[src/hw/rtl/qdt_pkg.sv]
`timescale 1ns / 1ps
// ---------------------------------------------------------------------------
// qdt_pkg: shared types and constants of the quoted delimiter tokenizer
// Word layouts of both channels, the per-byte result group and the
// delimiter match helper.
// ---------------------------------------------------------------------------
package qdt_pkg;

   // Delimiter slots per list and token counter ceiling
   localparam int MAX_DELIMS  = 4;
   localparam int MAX_TOKENS  = 255;
   localparam int DELIM_LIM   = (MAX_DELIMS < 4) ? MAX_DELIMS : 4;
   localparam logic [7:0] COUNT_LIM = 8'((MAX_TOKENS < 255) ? MAX_TOKENS : 255);

   // Depth of the result group queue between front and back
   localparam int QUEUE_DEPTH = 2;

   // Special characters
   localparam logic [7:0] BACKSLASH_CH = 8'h5C;
   localparam logic [7:0] QUOTE_CH     = 8'h22;
   localparam logic [7:0] SPACE_CH     = 8'h20;
   localparam logic [7:0] TAB_CH       = 8'h09;

   // Result kinds
   localparam logic [1:0] KIND_BYTE  = 2'd0;
   localparam logic [1:0] KIND_CLOSE = 2'd1;
   localparam logic [1:0] KIND_END   = 2'd2;

   // Register indexes
   localparam logic [2:0] REG_BEGIN_DELIMS = 3'd0;
   localparam logic [2:0] REG_BEGIN_COUNT  = 3'd1;
   localparam logic [2:0] REG_END_DELIMS   = 3'd2;
   localparam logic [2:0] REG_END_COUNT    = 3'd3;
   localparam logic [2:0] REG_SKIP_WS      = 3'd4;
   localparam logic [2:0] REG_SKIP_QUOTES  = 3'd5;
   localparam logic [2:0] REG_ACCURATE_END = 3'd6;

   typedef struct packed {
      logic [7:0] ch;
      logic       end_of_buffer;
   } qdt_req_type;

   typedef struct packed {
      logic [1:0] kind;
      logic [7:0] data;
      logic [7:0] token_index;
      logic       status;
      logic       last;
   } qdt_rsp_type;

   // Configuration seen by the front end
   typedef struct packed {
      logic [31:0] begin_delims;
      logic [2:0]  begin_count;
      logic [31:0] end_delims;
      logic [2:0]  end_count;
      logic        skip_leading_ws;
      logic        skip_quotes;
      logic        accurate_end;
   } qdt_cfg_type;

   // One result inside a group
   typedef struct packed {
      logic [1:0] kind;
      logic [7:0] data;
      logic       status;
   } qdt_ent_type;

   // All results caused by one input word (one to three)
   typedef struct packed {
      logic [1:0]       count;
      logic [7:0]       token_index;
      qdt_ent_type [2:0] ent;
   } qdt_bundle_type;

   // True when ch is among the first count bytes of list
   function automatic logic match_delim(input logic [7:0] ch, input logic [31:0] list,
                                        input logic [2:0] count);
      logic hit;
      hit = 1'b0;
      for (int i = 0; i < DELIM_LIM; i++) begin
         if ((3'(i) < count) && (list[8*i +: 8] == ch)) begin
            hit = 1'b1;
         end
      end
      return hit;
   endfunction

endpackage

[src/hw/rtl/qdt_csr.sv]
`timescale 1ns / 1ps
// ---------------------------------------------------------------------------
// qdt_csr: configuration registers
// APB-style register file holding delimiter lists and mode bits.
// ---------------------------------------------------------------------------
module qdt_csr
   import qdt_pkg::*;
(
   input  logic        clock,
   input  logic        reset,
   input  logic        csr_psel,
   input  logic        csr_penable,
   input  logic        csr_pwrite,
   input  logic [4:0]  csr_paddr,
   input  logic [31:0] csr_pwdata,
   output logic [31:0] csr_prdata,
   output logic        csr_pready,
   output qdt_cfg_type cfg
);

   qdt_cfg_type cfg_ff;
   logic [2:0]  reg_idx;
   logic        wr_en;

   assign reg_idx    = csr_paddr[4:2];
   assign wr_en      = csr_psel && csr_penable && csr_pwrite;
   assign csr_pready = 1'b1;
   assign cfg        = cfg_ff;

   // Write registers on the access cycle
   always_ff @(posedge clock) begin
      if (reset) begin
         cfg_ff.begin_delims    <= '0;
         cfg_ff.begin_count     <= '0;
         cfg_ff.end_delims      <= 32'd10;
         cfg_ff.end_count       <= 3'd1;
         cfg_ff.skip_leading_ws <= 1'b0;
         cfg_ff.skip_quotes     <= 1'b0;
         cfg_ff.accurate_end    <= 1'b0;
      end else if (wr_en) begin
         case (reg_idx)
            REG_BEGIN_DELIMS: cfg_ff.begin_delims    <= csr_pwdata;
            REG_BEGIN_COUNT:  cfg_ff.begin_count     <= csr_pwdata[2:0];
            REG_END_DELIMS:   cfg_ff.end_delims      <= csr_pwdata;
            REG_END_COUNT:    cfg_ff.end_count       <= csr_pwdata[2:0];
            REG_SKIP_WS:      cfg_ff.skip_leading_ws <= csr_pwdata[0];
            REG_SKIP_QUOTES:  cfg_ff.skip_quotes     <= csr_pwdata[0];
            REG_ACCURATE_END: cfg_ff.accurate_end    <= csr_pwdata[0];
            default: ;
         endcase
      end
   end

   // Read back
   always_comb begin
      case (reg_idx)
         REG_BEGIN_DELIMS: csr_prdata = cfg_ff.begin_delims;
         REG_BEGIN_COUNT:  csr_prdata = {29'd0, cfg_ff.begin_count};
         REG_END_DELIMS:   csr_prdata = cfg_ff.end_delims;
         REG_END_COUNT:    csr_prdata = {29'd0, cfg_ff.end_count};
         REG_SKIP_WS:      csr_prdata = {31'd0, cfg_ff.skip_leading_ws};
         REG_SKIP_QUOTES:  csr_prdata = {31'd0, cfg_ff.skip_quotes};
         REG_ACCURATE_END: csr_prdata = {31'd0, cfg_ff.accurate_end};
         default:          csr_prdata = '0;
      endcase
   end

endmodule

[src/hw/rtl/qdt_front.sv]
`timescale 1ns / 1ps
// ---------------------------------------------------------------------------
// qdt_front: byte classifier
// Accepts one word per cycle while the queue is not full, updates the token
// state and forms the group of results that the byte causes.
// ---------------------------------------------------------------------------
module qdt_front
   import qdt_pkg::*;
(
   input  logic           clock,
   input  logic           reset,
   input  qdt_cfg_type    cfg,
   input  logic           req_valid,
   output logic           req_stall,
   input  qdt_req_type    req_payload,
   input  logic           q_full,
   output logic           q_push,
   output qdt_bundle_type q_data
);

   logic       in_token_ff, in_token_in;
   logic       token_done_ff, token_done_in;
   logic       in_quotes_ff, in_quotes_in;
   logic       skip_active_ff, skip_active_in;
   logic       skipping_blank_ff, skipping_blank_in;
   logic       backslash_odd_ff, backslash_odd_in;
   logic       started_ff, started_in;
   logic [7:0] counter_ff, counter_in;
   logic       accept;

   assign req_stall = q_full;
   assign accept    = req_valid && !q_full;
   assign q_push    = accept && (q_data.count != 2'd0);

   // Step the tokenizer state for the byte on the input
   always_comb begin
      logic [7:0] c;
      logic       open_any, is_end, is_begin, consumed, sa;
      logic [1:0] n;
      c         = req_payload.ch;
      open_any  = (cfg.begin_count == 3'd0);
      is_end    = match_delim(c, cfg.end_delims, cfg.end_count);
      consumed  = 1'b0;
      n         = 2'd0;
      sa        = started_ff ? skip_active_ff : cfg.skip_leading_ws;
      is_begin  = open_any ? !is_end : match_delim(c, cfg.begin_delims, cfg.begin_count);

      in_token_in       = in_token_ff;
      token_done_in     = token_done_ff;
      in_quotes_in      = in_quotes_ff;
      skip_active_in    = sa;
      skipping_blank_in = skipping_blank_ff;
      counter_in        = counter_ff;
      started_in        = 1'b1;
      backslash_odd_in  = (c == BACKSLASH_CH) ? !backslash_odd_ff : 1'b0;
      q_data            = '0;

      // Skip blanks ahead of a token
      if (sa && token_done_ff && (c == SPACE_CH || c == TAB_CH)) begin
         skipping_blank_in = 1'b1;
         consumed          = 1'b1;
      end else if (sa && skipping_blank_ff && token_done_ff) begin
         skip_active_in    = 1'b0;
         skipping_blank_in = 1'b0;
      end

      // Toggle quoting on an unescaped quote
      if (!consumed && c == QUOTE_CH && !backslash_odd_ff) begin
         in_quotes_in = !in_quotes_ff;
         if (cfg.skip_quotes) begin
            consumed = 1'b1;
         end
      end

      // Open a token, or count an empty one
      if (!consumed) begin
         if (!in_token_ff && is_begin) begin
            if (counter_ff < COUNT_LIM) counter_in = counter_ff + 8'd1;
            in_token_in   = 1'b1;
            token_done_in = 1'b0;
            if (cfg.skip_leading_ws) skip_active_in = 1'b1;
            if (!open_any) consumed = 1'b1;
         end else if (!in_token_ff && is_end && open_any) begin
            if (counter_ff < COUNT_LIM) counter_in = counter_ff + 8'd1;
            token_done_in = 1'b0;
         end
      end

      // Emit the byte or close the token
      if (!consumed) begin
         if (in_token_in && is_end && !in_quotes_in) in_token_in = 1'b0;
         if (in_token_in) begin
            q_data.ent[0] = '{kind: KIND_BYTE, data: c, status: 1'b0};
            n = 2'd1;
         end else if (!token_done_in) begin
            q_data.ent[0] = '{kind: KIND_CLOSE, data: 8'd0, status: 1'b0};
            n = 2'd1;
            token_done_in = 1'b1;
         end
      end

      // Report the buffer end and clear for the next buffer
      if (req_payload.end_of_buffer) begin
         if (in_token_in && !cfg.accurate_end) begin
            q_data.ent[n]        = '{kind: KIND_CLOSE, data: 8'd0, status: 1'b0};
            q_data.ent[n + 2'd1] = '{kind: KIND_END, data: 8'd0, status: 1'b0};
            n = n + 2'd2;
         end else begin
            q_data.ent[n] = '{kind: KIND_END, data: 8'd0, status: 1'b1};
            n = n + 2'd1;
         end
         in_token_in       = 1'b0;
         token_done_in     = 1'b1;
         in_quotes_in      = 1'b0;
         skip_active_in    = cfg.skip_leading_ws;
         skipping_blank_in = 1'b0;
         backslash_odd_in  = 1'b0;
         started_in        = 1'b0;
      end

      q_data.count       = n;
      q_data.token_index = counter_in;
      if (req_payload.end_of_buffer) counter_in = 8'd0;
   end

   // Hold state, advance on an accepted word
   always_ff @(posedge clock) begin
      if (reset) begin
         in_token_ff       <= 1'b0;
         token_done_ff     <= 1'b1;
         in_quotes_ff      <= 1'b0;
         skip_active_ff    <= 1'b0;
         skipping_blank_ff <= 1'b0;
         backslash_odd_ff  <= 1'b0;
         started_ff        <= 1'b0;
         counter_ff        <= '0;
      end else if (accept) begin
         in_token_ff       <= in_token_in;
         token_done_ff     <= token_done_in;
         in_quotes_ff      <= in_quotes_in;
         skip_active_ff    <= skip_active_in;
         skipping_blank_ff <= skipping_blank_in;
         backslash_odd_ff  <= backslash_odd_in;
         started_ff        <= started_in;
         counter_ff        <= counter_in;
      end
   end

endmodule

[src/hw/rtl/qdt_queue.sv]
`timescale 1ns / 1ps
// ---------------------------------------------------------------------------
// qdt_queue: result group queue
// Small FIFO of result groups between the classifier and the emitter.
// ---------------------------------------------------------------------------
module qdt_queue
   import qdt_pkg::*;
#(
   parameter int DEPTH = QUEUE_DEPTH
) (
   input  logic           clock,
   input  logic           reset,
   input  logic           push,
   input  qdt_bundle_type push_data,
   input  logic           pop,
   output logic           full,
   output logic           not_empty,
   output qdt_bundle_type head
);

   localparam int PW = (DEPTH > 1) ? $clog2(DEPTH) : 1;
   localparam int CW = $clog2(DEPTH + 1);

   qdt_bundle_type mem_ff [DEPTH];
   logic [PW-1:0]  wr_ptr_ff, wr_ptr_in;
   logic [PW-1:0]  rd_ptr_ff, rd_ptr_in;
   logic [CW-1:0]  count_ff, count_in;

   assign full      = (count_ff == CW'(DEPTH));
   assign not_empty = (count_ff != '0);
   assign head      = mem_ff[rd_ptr_ff];

   // Advance pointers with wrap
   always_comb begin
      wr_ptr_in = wr_ptr_ff;
      rd_ptr_in = rd_ptr_ff;
      count_in  = count_ff;
      if (push) begin
         wr_ptr_in = (wr_ptr_ff == PW'(DEPTH - 1)) ? '0 : wr_ptr_ff + 1'b1;
      end
      if (pop) begin
         rd_ptr_in = (rd_ptr_ff == PW'(DEPTH - 1)) ? '0 : rd_ptr_ff + 1'b1;
      end
      if (push && !pop) count_in = count_ff + 1'b1;
      else if (pop && !push) count_in = count_ff - 1'b1;
   end

   always_ff @(posedge clock) begin
      if (reset) begin
         wr_ptr_ff <= '0;
         rd_ptr_ff <= '0;
         count_ff  <= '0;
      end else begin
         wr_ptr_ff <= wr_ptr_in;
         rd_ptr_ff <= rd_ptr_in;
         count_ff  <= count_in;
      end
   end

   // Store the group
   always_ff @(posedge clock) begin
      if (push) begin
         mem_ff[wr_ptr_ff] <= push_data;
      end
   end

endmodule

[src/hw/rtl/qdt_back.sv]
`timescale 1ns / 1ps
// ---------------------------------------------------------------------------
// qdt_back: result emitter
// Sends the results of the head group one word at a time.
// ---------------------------------------------------------------------------
module qdt_back
   import qdt_pkg::*;
(
   input  logic           clock,
   input  logic           reset,
   input  logic           q_not_empty,
   input  qdt_bundle_type q_head,
   output logic           q_pop,
   output logic           rsp_valid,
   input  logic           rsp_stall,
   output qdt_rsp_type    rsp_payload
);

   logic [1:0]  pos_ff, pos_in;
   logic        is_last;
   qdt_ent_type cur;

   assign cur       = q_head.ent[pos_ff];
   assign is_last   = (pos_ff == q_head.count - 2'd1);
   assign rsp_valid = q_not_empty;
   assign q_pop     = rsp_valid && !rsp_stall && is_last;

   assign rsp_payload.kind        = cur.kind;
   assign rsp_payload.data        = cur.data;
   assign rsp_payload.token_index = q_head.token_index;
   assign rsp_payload.status      = cur.status;
   assign rsp_payload.last        = is_last;

   // Step through the group, restart on the next one
   always_comb begin
      pos_in = pos_ff;
      if (rsp_valid && !rsp_stall) begin
         pos_in = is_last ? 2'd0 : pos_ff + 2'd1;
      end
   end

   always_ff @(posedge clock) begin
      if (reset) begin
         pos_ff <= '0;
      end else begin
         pos_ff <= pos_in;
      end
   end

   a_pos_in_group: assert property (@(posedge clock) disable iff (reset)
      rsp_valid |-> (pos_ff < q_head.count))
      else $error("result position beyond group size");

   a_end_is_last: assert property (@(posedge clock) disable iff (reset)
      (rsp_valid && rsp_payload.kind == KIND_END) |-> rsp_payload.last)
      else $error("end report is not the final result of its word");

   a_data_zero: assert property (@(posedge clock) disable iff (reset)
      (rsp_valid && rsp_payload.kind != KIND_BYTE) |-> (rsp_payload.data == 8'd0))
      else $error("marker carries data");

   a_status_end_only: assert property (@(posedge clock) disable iff (reset)
      (rsp_valid && rsp_payload.kind != KIND_END) |-> !rsp_payload.status)
      else $error("status set outside end report");

   a_pos_restart: assert property (@(posedge clock) disable iff (reset)
      q_pop |=> (pos_ff == 2'd0))
      else $error("position not restarted after group");

endmodule

[src/hw/rtl/quoted_delimiter_tokenizer.sv]
`timescale 1ns / 1ps
// The results of an accepted byte are registered as one group in the queue.
// Throughput: one byte per cycle while the output does not stall and each byte gives
// at most one result; a byte with two or three results sends them one after another.
// The two-group queue sets how far the input runs ahead of a stalled output.
// Reset (synchronous): registers return to defaults, token state clears, queue empties.
// ---------------------------------------------------------------------------
// quoted_delimiter_tokenizer: top level
// Splits a byte stream into tokens with quote and escape handling.
// ---------------------------------------------------------------------------
module quoted_delimiter_tokenizer
   import qdt_pkg::*;
#(
   parameter int QUEUE_DEPTH_P = QUEUE_DEPTH
) (
   input  logic        clock,
   input  logic        reset,
   input  logic        req_valid,
   output logic        req_stall,
   input  qdt_req_type req_payload,
   output logic        rsp_valid,
   input  logic        rsp_stall,
   output qdt_rsp_type rsp_payload,
   input  logic        csr_psel,
   input  logic        csr_penable,
   input  logic        csr_pwrite,
   input  logic [4:0]  csr_paddr,
   input  logic [31:0] csr_pwdata,
   output logic [31:0] csr_prdata,
   output logic        csr_pready
);

   qdt_cfg_type    cfg;
   logic           q_push, q_pop, q_full, q_not_empty;
   qdt_bundle_type q_data, q_head;

   qdt_csr u_csr (
      .clock       (clock),
      .reset       (reset),
      .csr_psel    (csr_psel),
      .csr_penable (csr_penable),
      .csr_pwrite  (csr_pwrite),
      .csr_paddr   (csr_paddr),
      .csr_pwdata  (csr_pwdata),
      .csr_prdata  (csr_prdata),
      .csr_pready  (csr_pready),
      .cfg         (cfg)
   );

   qdt_front u_front (
      .clock       (clock),
      .reset       (reset),
      .cfg         (cfg),
      .req_valid   (req_valid),
      .req_stall   (req_stall),
      .req_payload (req_payload),
      .q_full      (q_full),
      .q_push      (q_push),
      .q_data      (q_data)
   );

   qdt_queue #(
      .DEPTH (QUEUE_DEPTH_P)
   ) u_queue (
      .clock     (clock),
      .reset     (reset),
      .push      (q_push),
      .push_data (q_data),
      .pop       (q_pop),
      .full      (q_full),
      .not_empty (q_not_empty),
      .head      (q_head)
   );

   qdt_back u_back (
      .clock       (clock),
      .reset       (reset),
      .q_not_empty (q_not_empty),
      .q_head      (q_head),
      .q_pop       (q_pop),
      .rsp_valid   (rsp_valid),
      .rsp_stall   (rsp_stall),
      .rsp_payload (rsp_payload)
   );

endmodule
[config.mk]
export PLATFORM = sky130hd
export DESIGN_NAME = quoted_delimiter_tokenizer
export DESIGN_NICKNAME = d
export VERILOG_FILES = /design/src/hw/rtl/qdt_pkg.sv /design/src/hw/rtl/qdt_csr.sv /design/src/hw/rtl/qdt_front.sv /design/src/hw/rtl/qdt_queue.sv /design/src/hw/rtl/qdt_back.sv /design/src/hw/rtl/quoted_delimiter_tokenizer.sv
export SDC_FILE = /design/constraint.sdc
export NUM_CORES = 1
export LEC_CHECK = 0
export ABC_AREA = 1
export ABC_CLOCK_PERIOD_IN_PS = 3200
export BUFFER_PORTS_ARGS = -buffer_cell sky130_fd_sc_hd__buf_2
export CAP_MARGIN = 20
export CELL_PAD_IN_SITES_DETAIL_PLACEMENT = 1
export CELL_PAD_IN_SITES_GLOBAL_PLACEMENT = 2
export CORE_MARGIN = 3
export CORE_UTILIZATION = 34
export CTS_BUF_LIST = sky130_fd_sc_hd__clkbuf_8
export CTS_CLUSTER_DIAMETER = 200
export DETAILED_ROUTE_END_ITERATION = 10
export GPL_ROUTABILITY_DRIVEN = 0
export GPL_TIMING_DRIVEN = 0
export PLACE_DENSITY_LB_ADDON = 0.1
export SYNTH_ARGS = -nofsm -noshare
export SYNTH_HDL_FRONTEND = slang
export SYNTH_SLANG_ARGS = --single-unit
[constraint.sdc]
create_clock -name clock -period 3.2 [get_ports clock]
set_input_delay 0 -clock clock [delete_from_list [all_inputs] [get_ports clock]]
set_output_delay 0 -clock clock [all_outputs]
set_load 0.01 [all_outputs]
Word level (Yosys, flattened, before mapping)
Memory sizes are Yosys's and may differ from the RTL's. A register that Yosys moved wholly into a read port is not among the register bits.
Cells that the tools add are included.
{"block": "word_totals", "reg_bits": 94, "latch_bits": 0, "ramBits": 86, "romBits": 0, "input_bits": 53, "output_inout_bits": 55, "word_cells": 201, "memories": 1}
{"name": "u_queue.mem_ff", "words": 2, "width": 43, "read_ports": 1, "rd_clocked_by_memory_dff": 1, "write_ports": 1, "line_no": "qdt_queue.sv:24", "source": "qdt_bundle_type mem_ff [DEPTH];"}
{"block": "op_classes", "add_sub_neg": 9, "multipliers": 0, "n_div": 0, "n_lt_le_gt_ge": 14, "n_eq_ne": 20, "shifts": 0, "muxes": 73, "bitwise_logic": 9, "n_reduce_logical": 56}
{"cell": "32-bit one-hot mux with 7 select lines", "count": 1}
{"cell": "33-bit two-way mux", "count": 2}
{"cell": "8-bit equality test", "count": 8}
{"cell": "30-bit NOT", "count": 2}
{"cell": "11-bit two-way mux", "count": 5}
{"cell": "1-bit two-way mux", "count": 49}
{"cell": "11-bit demux with 2-bit select", "count": 2}
{"cell": "8-bit two-way mux", "count": 5}
{"cell": "10-bit by 30-bit AND with 30-bit output", "count": 1}
{"cell": "30-bit AND", "count": 1}
{"cell": "1-bit logical AND", "count": 30}
{"cell": "9-bit by 27-bit AND with 27-bit output", "count": 1}
{"cell": "27-bit NOT", "count": 1}
{"cell": "11-bit binary-select mux with 2-bit select", "count": 1}
{"cell": "8-bit by 6-bit equality test with 1-bit output, second input constant", "count": 2}
{"cell": "2-bit AND reduction", "count": 8}
{"cell": "2-bit two-way mux", "count": 7}
{"cell": "1-bit by 3-bit less-than comparator with 1-bit output, first input constant", "count": 4}
{"cell": "2-bit by 3-bit less-than comparator with 1-bit output, first input constant", "count": 4}
{"cell": "1-bit zero test", "count": 11}
{"cell": "10-bit two-way mux", "count": 1}
{"cell": "3-bit equality test, second input constant", "count": 3}
{"cell": "2-bit by 3-bit less-than comparator with 1-bit output, second input constant", "count": 3}
{"cell": "8-bit by 1-bit adder with 8-bit output, second input constant", "count": 1}
{"cell": "other kinds (19)", "count": 28}

Depth between registers and ports, before layout
{"block": "depth", "depth_word": 26, "mapped_depth": 24, "mapped_depth_nobuf": 23}

Cells and area by module
Synthesis repeated with hierarchy kept, for this count alone.
{"block": "unflattened", "cells_unflattened": 1276, "hier_area_um2": 10303.6}
{"module": "qdt_csr", "instances": 1, "cells_per_inst": 579, "area_per_inst_um2": 3723.6}
{"module": "qdt_queue", "instances": 1, "cells_per_inst": 167, "area_per_inst_um2": 3534.6}
{"module": "qdt_front", "instances": 1, "cells_per_inst": 444, "area_per_inst_um2": 2583.7}
{"module": "qdt_back", "instances": 1, "cells_per_inst": 86, "area_per_inst_um2": 461.7}

Worst setup path after synthesis
Ideal clock, no wire load.
{"block": "synth_timing", "path_kind": "reg2reg", "startpoint": "register u_csr.cfg_ff, in the netlist u_csr.cfg[2]", "endpoint": "memory u_queue.mem_ff[0][10] (netlist bit) (enable)", "setup_time_ns": 0.403, "t_arrival_ns": 2.437, "required_time_ns": 2.797, "setup_slack_ns": 0.360, "stages_incl_launch_ff": 16, "path_buffers": 0, "period_less_slack_ns": 2.840, "path_cell_list": "dfxtp_1 inv_1 nor2_1 a21oi_1 nor2_1 nand2_2 o31ai_4 nor2_4 nand2_4 nand2_2 inv_2 nand2_2 nand2_4 nand2_2 nand2_1 nor2_1"}
{"block": "synth_via", "elab_chain_len": 22}
{"item": "from (decl)", "line_no": "qdt_csr.sv:21", "source": "qdt_cfg_type cfg_ff;"}
{"item": "1-bit two-way mux *", "line_no": "qdt_front.sv:45", "source": "sa = started_ff ? skip_active_ff : cfg.skip_leading_ws;"}
{"item": "1-bit logical AND * (2 in series)", "line_no": "qdt_front.sv:59", "source": "if (sa && token_done_ff && (c == SPACE_CH || c == TAB_CH)) begin"}
{"item": "1-bit two-way mux *", "line_no": "qdt_front.sv:59"}
{"item": "1-bit zero test", "line_no": "qdt_front.sv:68", "source": "if (!consumed && c == QUOTE_CH && !backslash_odd_ff) begin"}
{"item": "1-bit logical AND (2 in series)", "line_no": "qdt_front.sv:68"}
{"item": "1-bit two-way mux", "line_no": "qdt_front.sv:68"}
{"item": "1-bit two-way mux", "line_no": "qdt_front.sv:76", "source": "if (!consumed) begin"}
{"item": "1-bit logical AND (2 in series)", "line_no": "qdt_front.sv:91", "source": "if (in_token_in && is_end && !in_quotes_in) in_token_in = 1'b0;"}
{"item": "[... 3 more ...]"}
{"item": "2-bit two-way mux", "line_no": "qdt_front.sv:90", "source": "if (!consumed) begin"}
{"item": "2-bit by 1-bit adder with 2-bit output or 2-bit adder (tied branches)", "line_no": "qdt_front.sv:110, qdt_front.sv:107"}
{"item": "2-bit two-way mux", "line_no": "qdt_front.sv:104", "source": "if (in_token_in && !cfg.accurate_end) begin"}
{"item": "2-bit two-way mux *", "line_no": "qdt_front.sv:103", "source": "if (req_payload.end_of_buffer) begin"}
{"item": "2-bit nonzero test *", "line_no": "qdt_front.sv:33", "source": "assign q_push = accept && (q_data.count != 2'd0);"}
{"item": "1-bit logical AND *", "line_no": "qdt_front.sv:33"}
{"item": "1-bit two-way mux *", "line_no": "qdt_queue.sv:62", "source": "if (push) begin"}
{"item": "1-bit two-way mux (not written as such) *", "line_no": "qdt_queue.sv:63", "source": "mem_ff[wr_ptr_ff] <= push_data;"}
{"item": "to (decl)", "line_no": "qdt_queue.sv:24"}
Mark *: on every way between the ends. The rest lies on a longest branch, timed or not. The select of a mux whose other input is x is not followed.

Final worst setup path
{"block": "layout_timing", "startpoint": "register u_csr.cfg_ff, in the netlist u_csr.cfg[39]", "endpoint": "register u_queue.count_ff[1]"}
{"block": "layout_via", "elab_chain_len": 24}
{"item": "1-bit by 3-bit less-than comparator with 1-bit output", "line_no": "qdt_pkg.sv:82", "source": "if ((3'(i) < count) && (list[8*i +: 8] == ch)) begin"}
{"item": "1-bit logical AND", "line_no": "qdt_pkg.sv:82"}
{"item": "1-bit two-way mux (4 in series)", "line_no": "qdt_pkg.sv:82"}
{"item": "1-bit two-way mux", "line_no": "qdt_front.sv:46", "source": "is_begin = open_any ? !is_end : match_delim(c, cfg.begin_delims, cfg.begin_count);"}
{"item": "1-bit logical AND", "line_no": "qdt_front.sv:77", "source": "if (!in_token_ff && is_begin) begin"}
{"item": "1-bit two-way mux", "line_no": "qdt_front.sv:77"}
{"item": "1-bit two-way mux", "line_no": "qdt_front.sv:76"}
{"item": "1-bit logical AND (2 in series)", "line_no": "qdt_front.sv:91"}
{"item": "[... 5 more ...]"}
{"item": "2-bit two-way mux", "line_no": "qdt_front.sv:104"}
{"item": "2-bit two-way mux *", "line_no": "qdt_front.sv:103"}
{"item": "2-bit nonzero test *", "line_no": "qdt_front.sv:33"}
{"item": "1-bit logical AND *", "line_no": "qdt_front.sv:33"}
{"item": "net q_push", "line_no": "quoted_delimiter_tokenizer.sv:34", "source": "logic q_push, q_pop, q_full, q_not_empty;"}
{"item": "1-bit zero test", "line_no": "qdt_queue.sv:45", "source": "else if (pop && !push) count_in = count_ff - 1'b1;"}
{"item": "1-bit logical AND", "line_no": "qdt_queue.sv:45"}
{"item": "2-bit nonzero test (no line)"}
{"item": "to (signal assigned)", "line_no": "qdt_queue.sv:56", "source": "count_ff <= count_in;"}
{"item": "to (decl)", "line_no": "qdt_queue.sv:27", "source": "logic [CW-1:0] count_ff, count_in;"}
The timed path passes the listed nets; every way through them passes the cells marked *. The select of a mux whose other input is x is not followed.
A chain may end at the register's enable or synchronous reset.

==> impl_metrics.yaml <==
cells_and_area:
  areaGrowthSynthToFinish_pct: 23.26
  final_cells: 1395
  regArea_mm2: 0.003284
  num_antenna_cells: 0
  fillers: 2610
  drive_above_1_share_pct: 17.24
  stdcell_area_mm2: 0.008977
  multiInputGateArea_mm2: 0.003369
  fin_nets: 1171
pwr:
  vdd_drop_max_uv: 278.2
  leakagePower_uw: 0.003747
  pwr_density_cell_mw_per_mm2: 496.4
  p_total_uw: 4456
placement:
  portBuffers: 95
  place_inst: 1323
  place_area_mm2: 0.008127
  dp_hpwl_um: 18880
synth:
  syn_nets: 1016
  synth_area_mm2: 0.007283
  ys_seq_area_share_pct: 45.08
  synth_flop_cell: "dfxtp_1"
  synth_seq_cells: 141
  synthTopCellsByArea: "dfxtp_1 (26%), edfxtp_1 (19%), nand2_1 (9.9%)"
  synth.distinct_cells: 50
  yosys.area.top_type: "dfxtp_1"
  synthArstFlopShare_pct: 0
  yosysTopAreaCellShare_pct: 26.11
  avgSynthCellArea_um2: 7.610
  synth_edf_count: 46
  yosysWarningCount: 0
  synth_cells: 957
die:
  initial_utilization_pct: 35.31
  fp.dieH_um: 152.4
  dieArea_mm2: 0.02321
  coreArea_mm2: 0.02062
  die-width_um: 152.4
  ios: 108
  rows: 52
sta:
  skew_ns: 0.01678
  rsz0062_at_grt: "true"
  finalHoldViolations: 0
  report.final.slew_viol_count: 0
  slew_headroom_pct: 49.49
  min_period_over_period_pct: 91.37
  holdWs_ns: 0.01793
  worst_slew_pin_slew_ns: 0.7536
  max_freq_ghz: 0.3420
  post-route-min-period_ns: 2.924
  fin_tns_setup_ns: 0
  finalSetupViolCount: 0
detailed_routing:
  first_pass_iters: 5
  ant_nets: 0
  wirelength_um: 25700
  dr_wl_met2_um: 12960
  via_per_inst: 4.948
  drcViolationCount: 0
  via_count: 6903
  dr.first_iter.drc_count: 316
  drt-wirelength-per-cell_um: 18.42
  met3_length_um: 849
  drt-met1-wl_um: 11570
  top_layer: "met4"
status:
  status: "finished, final reports clean"
critical_path:
  cp_max_fo: 6
  setup.worst_path.end: "u_queue.count_ff[1]"
  start_kind: "flip-flop"
  required_ns: 3.55
  rr_startpoint: "u_csr.cfg[39]"
  cp.arrival_ns: 3.27
  reg2reg_slack_ns: 0.28
  critPathCaptureType: "flip-flop"
  path_class: "reg2reg"
  cp-startpoint: "u_csr.cfg[39]"
  r2r_end: "u_queue.count_ff[1]"
  reg2reg_depth: 21
cts:
  post_cts_buffers: 0
  cts_sinks: 141
  cts_root_buf: "clkbuf_8"
  clkTransAtPathRegs_ns: 0.09
  clk_latency_ns: 0.47
  cts_buffers: 17
  cts_buffer_depth: 2
  cts_tree: "built"
  htreeDepth: 4
global_routing:
  grt-ovfl-total: 0
  grt_antenna_before_repair: 0
  track_usage_pct: 22.06
  grt_pass1_vias: 7135
  grt_pass1_wl_um: 40270
  grt_max_degree: 24
run:
  drv_cap: 0
min_path:
  hold_path.startpoint: "csr_paddr[4]"
  hold_class: "in2reg"
## cell usage after synthesis, drive strengths merged, types with 4 or more instances
library cell / n
nand2: 207
nor2: 145
o21ai: 122
inv: 96
dfxtp: 95
a21oi: 70
edfxtp: 46
clkbuf: 32
nand3: 28
nor3: 19
xnor2: 19
buf: 16
xor2: 14
o22ai: 12
ha: 6
a22o: 4
## cell families (layout without fill, tap and decap cells)
kind of cell | count (synthesis) | count (layout) | share of synthesized area [%]
buf+inv | 145 | 313 | 8.693
simple gates | 407 | 407 | 23.74
compound gates | 223 | 223 | 16.89
mux | 1 | 1 | 0.1374
fa+ha+maj | 6 | 6 | 1.031
flops | 141 | 141 | 45.08
other cells | 1 | 1 | 0.05149
xor+xnor | 33 | 33 | 4.381
## metrics by stage
step	setup slack, ns	utilization, %
final	0.2763	43.53
after global routing	-0.01657	43.53
after CTS	0.1189	43.50
after detailed placement	0.1464	39.40
after global placement	-0.7119	39.26
after floorplan	0.3604	-
## final cells by class
class	instances	share of cell area [%]
flip-flops and latches	141	36.59
clock inverters	15	2.355
inverters	97	4.265
plain buffers	48	2.829
repair buffers	136	10.06
well taps	270	3.763
clock buffers	17	2.606
multi-input cells	671	37.53
## timing repair
item / CTS / global route
setup endpoints to repair: 0 / 32
resized for setup: 0 / 2
hold endpoints to repair: 86 / 0
hold buffers: 40 / 0
## registers in the layout, indices dropped and copies added, names as in the netlist, named ones only
signal                     flops
u_front.in_quotes_ff           1
u_front.skip_active_ff         1
u_back.pos_ff                  2
u_queue.rd_ptr_ff              1
u_front.counter_ff             8
u_csr.cfg                     73
u_front.backslash_odd_ff       1
u_front.in_token_ff            1
u_front.started_ff             1
u_queue.count_ff               2
u_queue.wr_ptr_ff              1
u_front.token_done_ff          1
u_queue.mem_ff                46
u_front.skipping_blank_ff      1
## worst max-delay path, cell delays in order, from the launching register on
cell     delay [ns]
dfxtp_1        0.34
nor2_1         0.28
nor2_1         0.12
nand2_1        0.08
nor2_1         0.04
nand3_1        0.13
nand2_1        0.11
nor2_2         0.21
nor2_4         0.08
nand2_4        0.13
nand2_2        0.08
inv_2          0.07
nand2_2        0.06
nand2_4        0.09
nand2_2        0.08
nand2_1        0.09
inv_1          0.05
ha_1           0.31
a21oi_1        0.12
o21ai_0        0.11
o21ai_0        0.16
a21oi_1        0.05
## power by group
group	switching (uW)	internal, uW
logic	513	284
clock network	795	866
registers	37.9	1960
total	1350	3110
## metal layers
metal  vias up  GRT usage (%)
met4         0          5.009
met3        27          3.181
met5         -              0
li1       3435              -
met1      3300          27.96
met2       141          39.78
## how the worst min path moves through the flow
| stage | cells past startpoint | slack, ns | endpoint |
|---|---|---|---|
| 6_report | 3 | 0.02 | u_csr.cfg[2] |
| 5_1_grt | 3 | 0.06 | u_queue.mem_ff[1][7] |
| 4_1_cts | 3 | 0.002 | u_csr.cfg[2] |
| 3_5_place_dp | 3 | 0.24 | u_csr.cfg[9] |
| 3_3_place_gp | 3 | 0.24 | u_csr.cfg[9] |
| 2_1_floorplan | 2 | 0.13 | u_csr.cfg[3] |
## cell usage in the layout (no fill, tap or decap), types with 12 or more instances in the layout
master and instances:
inv_1 84, buf_2 100, nor3_1 18, clkbuf_1 32, nand3_1 24, xor2_1 12, dlygate4sd3_1 40, clkbuf_8 17
nor2_1 138, a21oi_1 67, o22ai_1 12, o21ai_0 117, edfxtp_1 46, nand2_1 193, dfxtp_1 94, xnor2_1 17
(Power assumes the default switching activity.)
